==> src/rtl/core/ncc_pkg.sv <==
`timescale 1ns / 1ps
// ----------------------------------------------------------------------------
// ncc_pkg
// Shared widths, command codes, controller states and control bundles of the
// nearest centroid classifier.
// ----------------------------------------------------------------------------
package ncc_pkg;

	localparam int FEAT_W     = 16;
	localparam int SUM_W      = 26;
	localparam int CNT_W      = 10;
	localparam int CLS_W      = 3;
	localparam int OP_W       = 2;
	localparam int MAXS_W     = 16;
	localparam int SQ_W       = 2 * SUM_W;
	localparam int DIST_W     = SQ_W + 1;
	localparam int OUT_DIST_W = 33;
	localparam int DIVC_W     = $clog2(SUM_W);

	localparam logic [OP_W-1:0] OP_CLEAR = 2'd0;
	localparam logic [OP_W-1:0] OP_TRAIN = 2'd1;
	localparam logic [OP_W-1:0] OP_QUERY = 2'd2;

	typedef enum logic [2:0] {
		ST_IDLE,
		ST_LOAD,
		ST_DIV,
		ST_DIFF,
		ST_MULT,
		ST_ACC,
		ST_DONE
	} ncc_state_t;

	typedef struct packed {
		logic clear;
		logic train;
		logic query_start;
		logic load_class;
		logic div_step;
		logic diff;
		logic mult;
		logic acc;
		logic next_class;
		logic result_load;
	} ncc_cmd_t;

	typedef struct packed {
		logic count_zero;
		logic last_class;
	} ncc_sts_t;

endpackage

==> src/rtl/core/ncc_ctrl.sv <==
`timescale 1ns / 1ps
// ----------------------------------------------------------------------------
// ncc_ctrl
// Sequencer: decodes commands, walks the classes of a query through divide,
// difference, square and compare, and drives the result handshake.
// ----------------------------------------------------------------------------
module ncc_ctrl (
	input  logic                     clk,
	input  logic                     arst_n,
	input  logic                     in_valid,
	output logic                     in_stall,
	input  logic [ncc_pkg::OP_W-1:0] cmd,
	output logic                     out_valid,
	input  logic                     out_stall,
	output ncc_pkg::ncc_cmd_t        cmd_ctl,
	input  ncc_pkg::ncc_sts_t        sts
);
	import ncc_pkg::*;

	ncc_state_t        state_q;
	ncc_state_t        state_d;
	logic [DIVC_W-1:0] div_cnt_q;
	logic              out_valid_q;
	logic              out_free;
	logic              div_last;

	assign in_stall  = (state_q != ST_IDLE);
	assign out_valid = out_valid_q;
	assign out_free  = !out_valid_q || !out_stall;
	assign div_last  = (div_cnt_q == DIVC_W'(SUM_W - 1));

	always_ff @(posedge clk or negedge arst_n) begin
		if (!arst_n) begin
			state_q     <= ST_IDLE;
			div_cnt_q   <= '0;
			out_valid_q <= 1'b0;
		end else begin
			state_q <= state_d;
			if (cmd_ctl.load_class) begin
				div_cnt_q <= '0;
			end else if (cmd_ctl.div_step) begin
				div_cnt_q <= div_cnt_q + DIVC_W'(1);
			end
			if (cmd_ctl.result_load) begin
				out_valid_q <= 1'b1;
			end else if (!out_stall) begin
				out_valid_q <= 1'b0;
			end
		end
	end

	always_comb begin
		state_d = state_q;
		cmd_ctl = '0;
		unique case (state_q)
			ST_IDLE: begin
				if (in_valid) begin
					unique case (cmd)
						OP_CLEAR: cmd_ctl.clear = 1'b1;
						OP_TRAIN: cmd_ctl.train = 1'b1;
						OP_QUERY: begin
							cmd_ctl.query_start = 1'b1;
							state_d             = ST_LOAD;
						end
						default: ;
					endcase
				end
			end
			ST_LOAD: begin
				if (!sts.count_zero) begin
					cmd_ctl.load_class = 1'b1;
					state_d            = ST_DIV;
				end else if (sts.last_class) begin
					state_d = ST_DONE;
				end else begin
					cmd_ctl.next_class = 1'b1;
				end
			end
			ST_DIV: begin
				cmd_ctl.div_step = 1'b1;
				if (div_last) begin
					state_d = ST_DIFF;
				end
			end
			ST_DIFF: begin
				cmd_ctl.diff = 1'b1;
				state_d      = ST_MULT;
			end
			ST_MULT: begin
				cmd_ctl.mult = 1'b1;
				state_d      = ST_ACC;
			end
			ST_ACC: begin
				cmd_ctl.acc = 1'b1;
				if (sts.last_class) begin
					state_d = ST_DONE;
				end else begin
					cmd_ctl.next_class = 1'b1;
					state_d            = ST_LOAD;
				end
			end
			ST_DONE: begin
				if (out_free) begin
					cmd_ctl.result_load = 1'b1;
					state_d             = ST_IDLE;
				end
			end
			default: state_d = ST_IDLE;
		endcase
	end

endmodule

==> config.mk <==
export PLATFORM = sky130hd
export DESIGN_NAME = ncc_ctrl
export DESIGN_NICKNAME = d
export VERILOG_FILES = /design/src/rtl/core/ncc_pkg.sv /design/src/rtl/core/ncc_ctrl.sv
export SDC_FILE = /design/constraint.sdc
export NUM_CORES = 1
export LEC_CHECK = 0
export ABC_CLOCK_PERIOD_IN_PS = 3300
export BUFFER_PORTS_ARGS = -buffer_cell sky130_fd_sc_hd__clkbuf_2
export CORE_AREA = 3 3 40 42
export CTS_CLUSTER_SIZE = 10
export DETAILED_ROUTE_END_ITERATION = 12
export DIE_AREA = 0 0 43 45
export PLACE_DENSITY = 0.75
export REMOVE_ABC_BUFFERS = 1
export SLEW_MARGIN = 10
export SYNTH_ARGS = -nofsm -noshare
export SYNTH_HDL_FRONTEND = slang
export SYNTH_SLANG_ARGS = --single-unit
==> constraint.sdc <==
create_clock -name clk -period 3.3 [get_ports clk]
set_input_delay 0.33 -clock clk [delete_from_list [all_inputs] [get_ports clk]]
set_output_delay 0.33 -clock clk [all_outputs]
set_load 0.01 [all_outputs]
# [Word-level counts from Yosys, hierarchy flattened]
# Index checks and enable logic that the tools add are counted.
[op_classes] n_addsub=1 mul=0 n_div=0 n_lt_le_gt_ge=0 n_eq_ne=15 shift=0 n_mux=28 n_bitwise=0 reduce_logical=8
[op_table] op="$mux W3" n=9
[op_table] op="$pmux W3 S7" n=1
[op_table] op="$mux W1" n=15
[op_table] op="$mux W5" n=2
[op_table] op="$eq A3 B3 Y1 const B" n=3
[op_table] op="$eq A3 B2 Y1 const B" n=2
[op_table] op="$ne A2 B2 Y1 const B" n=3
[op_table] op="$add A5 B1 Y5 const B" n=1
[op_table] op="$eq A5 B5 Y1 const B" n=1
[op_table] op="$reduce_and A5 Y1" n=1
[op_table] op="$ne A2 B1 Y1 const B" n=2
[op_table] op="$eq A3 B1 Y1 const B" n=1
[op_table] op="$logic_not A3 Y1" n=1
[op_table] op="$ne A3 B3 Y1 const B" n=1
[op_table] op="$reduce_bool A3 Y1" n=1
[op_table] op="$eq A2 B1 Y1 const B" n=1
[op_table] op="$eq A2 B2 Y1 const B" n=1
[op_table] op="$logic_not A1 Y1" n=2
[op_table] op="$logic_not A2 Y1" n=1
[op_table] op="$pmux W1 S2" n=1
[op_table] op="$reduce_bool A2 Y1" n=1
[op_table] op="$logic_or A1 B1 Y1" n=1
[word_totals] ff_bits=9 latch_bits=0 ramBits=0 romBits=0 output_inout_bits=12 word_cells=55 n_memories=0

# [Depth between registers and ports, before layout]
[depth] ltp_word=5 mapped_depth=5 mapped_depth_nobuf=5

# [Worst setup path after synthesis]
# No wires, ideal clock.
[synth_timing] path_type="flip-flop to output port" startpoint="reg state_q[2]" endpoint="out cmd_ctl[9] (netlist name)" arrival_time_ps=1259 t_required_ps=2970 setup_slack_ps=1711 path_stages_with_launch=5 path_cell_list="dfrtp_1 -> buf_2 -> nor3_2 -> inv_2 -> nor4b_2"
[synth_lines] item="start: declaration" line_no="ncc_ctrl.sv:20" text="ncc_state_t state_q;"
[synth_lines] item="start signal: assignment" line_no="ncc_ctrl.sv:38" text="state_q <= state_d;"
[synth_lines] item="end: declaration" line_no="ncc_ctrl.sv:15" text="output ncc_pkg::ncc_cmd_t cmd_ctl,"

==> out/summary.md <==
The tools report the worst IR drop on VDD as 0.376 mV. Using the TritonRoute via totals, the vias-per-cell ratio works out to 5.47. Across all layers, the routed design uses 536 vias.

Buffers inserted during clock tree synthesis total 3. The routed design has 1.29 mm of wire. The sequential-to-total area share from yosys stat came out at 0.366. The tree is rooted in a clkbuf_4. Routability-driven placement finished with a final weighted congestion of 0.773.

The remaining design rule violation count was 0. Area fraction in and, or, nand and nor cells after synthesis: 0.329. Largest family of logic cells by synthesized area: simple AND/OR/NAND/NOR gates. Synthesis inferred 9 register bits. The area growth from synthesis to layout is 22.2%.

Maximum fanout count along the critical path: 14. The total overflow left after global routing is 0. Final antenna-violating net count: 0.

The logs give 1.66 ns for the data arrival time of the worst path and 0 for the number of slew-limit violations in the final report. Clock-pin slew was measured on the worst setup and hold paths at 0.07 ns. Entering global routing, the biggest net connects 16 pins. Pin placement for this block handled 20 I/O pins. The run gives 2.02 mm as the global-route wire length before repair. The final critical-path required period works out to 1.99 ns.

The global-route usage over all layers was 0.137; the total number of nets in the final design was 94. Data on the critical path is required at its endpoint by 2.97 ns. The run finished with clean final reports. The initial core utilization was 0.479.

The number of diodes was 0; the number of synthesized flops with an enable pin was 0. The detailed placement HPWL is 999 µm, and the setup skew after layout is 0.00440 ns. Setup repair after global routing left no endpoint under its margin.

The post-synthesis share of cell area spent on full adders, half adders and majority gates was 0.0407. TritonCTS built the clock tree. The tree built by TritonCTS fans out to 9 sinks. The run gives 0 ns as the post-route setup TNS. The worst setup path is launched from a flip-flop. The number of max-cap violations came out at 0.

The normalized max-slew margin came out at 0.649. The post-synthesis instance total is 62. The region available for standard cell placement spans 1280 µm².

The number of I/O port buffers was 19. The longest clock path from root to sink contains 2 buffers. Among all flip-flop cells after synthesis, the most frequent one is dfrtp_1. For the upper clock frequency limit, the log shows 502 MHz.

The share of the synthesized area in compound gates (AO/OA/AOI/OAI) is 0.138. In this run the post-CTS setup repair buffer count came out at 0. The logs give 30 for the number of unique standard cell types used by synthesis and 0 for the number of antenna violations at the first check in global routing. The endpoint type of the worst setup path was a primary output. The number of hold-slack violations in the final timing report was 0; the number of global-route vias before repair was 468. Setup violations remaining at the end of the flow were counted as 0. The actual slew at the worst max-slew pin came out at 0.525 ns. The overall die area was 1940 µm². The startpoint-to-endpoint class of the critical path is flip-flop to primary output.

In this run the static leakage power is 0.365 nW. The die is 45 µm tall. Averaged over all synthesized cells, the footprint is 9.93 µm².

The run gives 8 as the count of routing violations after the opening detailed-route iteration. The leading cell type in the layout, fill and taps excluded is clkbuf_2. The detail-routed net length per standard cell was 13.2 µm; the XOR/XNOR share of the synthesized area was 0.0285. The cell area that synthesis handed to floorplanning was 616 µm². Dividing total power by cell area gives a power density of 820 nW/µm². Total number of yosys warnings: 0.

The proportion of layout cells with a drive suffix above 1 is 0.349, and the number of filler instances in the final layout is 112. The min-delay analysis places its worst path in the category input pin to flip-flop. The final core area utilization was 0.585; the total number of H-tree levels was 1. The share of synthesized area spent on multiplexers is 0.0488. Final hold analysis gives a worst-case slack of 0.319 ns. The final clock period utilization by the worst path is 0.604, and the clock insertion delay at the later pin of the skew report is 0.26 ns. The iteration count of the initial detailed-routing pass was 3; the chip width was 43 µm. The floorplan has 13 rows. The fraction of synthesis flops using an asynchronous set or reset pin came out at 1.00.

In the layout the commonest cells are clkbuf_2, dfrtp_1, nor2_1.
[critical path: stages (launching register included)]
cell      delay [ns]
dfrtp_1         0.64
nor4b_2         0.54
clkbuf_2        0.23
[final cells by class]
type,count,area [µm²],area share
Clock buffer,3,22.5,0.0300
Sequential cell,9,225,0.300
Clock inverter,1,5.00,0.00666
Multi-Input combinational cell,46,360,0.479
Tap cell,15,18.8,0.0250
Inverter,4,15.0,0.0200
Timing Repair Buffer,20,105,0.140
[Yosys cell counts (3+ instances only)]
library cell,count,area [µm²]
nor2_1,7,26.3
nand2b_1,4,25.0
dfrtp_1,9,225
mux2i_1,3,30.0
buf_2,3,15.0
[registers in the layout, indices dropped and copies added (netlist names)]
signal / flops
div_cnt_q: 5
state_q: 3
out_valid: 1
[cell families after synthesis]
group | Yosys count
AND/OR/NAND/NOR | 28
AO/OA/AOI/OAI | 11
flip-flops | 9
buffers and inverters | 7
multiplexers | 3
XOR/XNOR | 2
adder cells (fa/ha/maj) | 2
[routing by layer]
metal / GRT usage / part of all wire / vias up
li1: - / - / 267
met1: 0.175 / 0.46 / 256
met2: 0.231 / 0.49 / 13
met3: 0.0239 / 0.052 / 0
met4: 0.0542 / 0 / 0
met5: 0 / 0 / -
[through the flow]
stage	setup slack, ns	power [W]	std cells	area, µm²
6_report	1.31	0.000616	98	752
5_1_grt	1.16	0.000673	98	752
4_1_cts	1.30	0.000625	98	752
3_5_place_dp	1.59	0.000533	93	714
3_3_place_gp	1.65	0.000524	93	714
2_1_floorplan	1.77	0.000439	59	601
[what timing repair did]
item / CTS / global route
resized for setup: 0 / 0
hold endpoints to repair: 9 / 0
hold buffers: 1 / 0
[worst paths after layout]
path,start,end,slack (ns),depth (start not counted)
hold reg to reg,div_cnt_q[3],div_cnt_q[3],0.52,1
setup / recovery,state_q[0],cmd_ctl[6],1.31,2
min in group asynchronous,arst_n,div_cnt_q[0],0.46,2
max in group asynchronous,arst_n,div_cnt_q[4],2.63,2
hold / removal,out_stall,out_valid,0.32,3
setup reg to reg,state_q[1],div_cnt_q[3],1.74,3
[power breakdown]
group	switching, W	internal, W	leakage, nW
combinational	0.000130	0.000143	0.232
clock	0.0000408	0.0000447	0.0177
sequential	0.000101	0.000156	0.116
No activity file was read; power rests on OpenSTA's default activity.
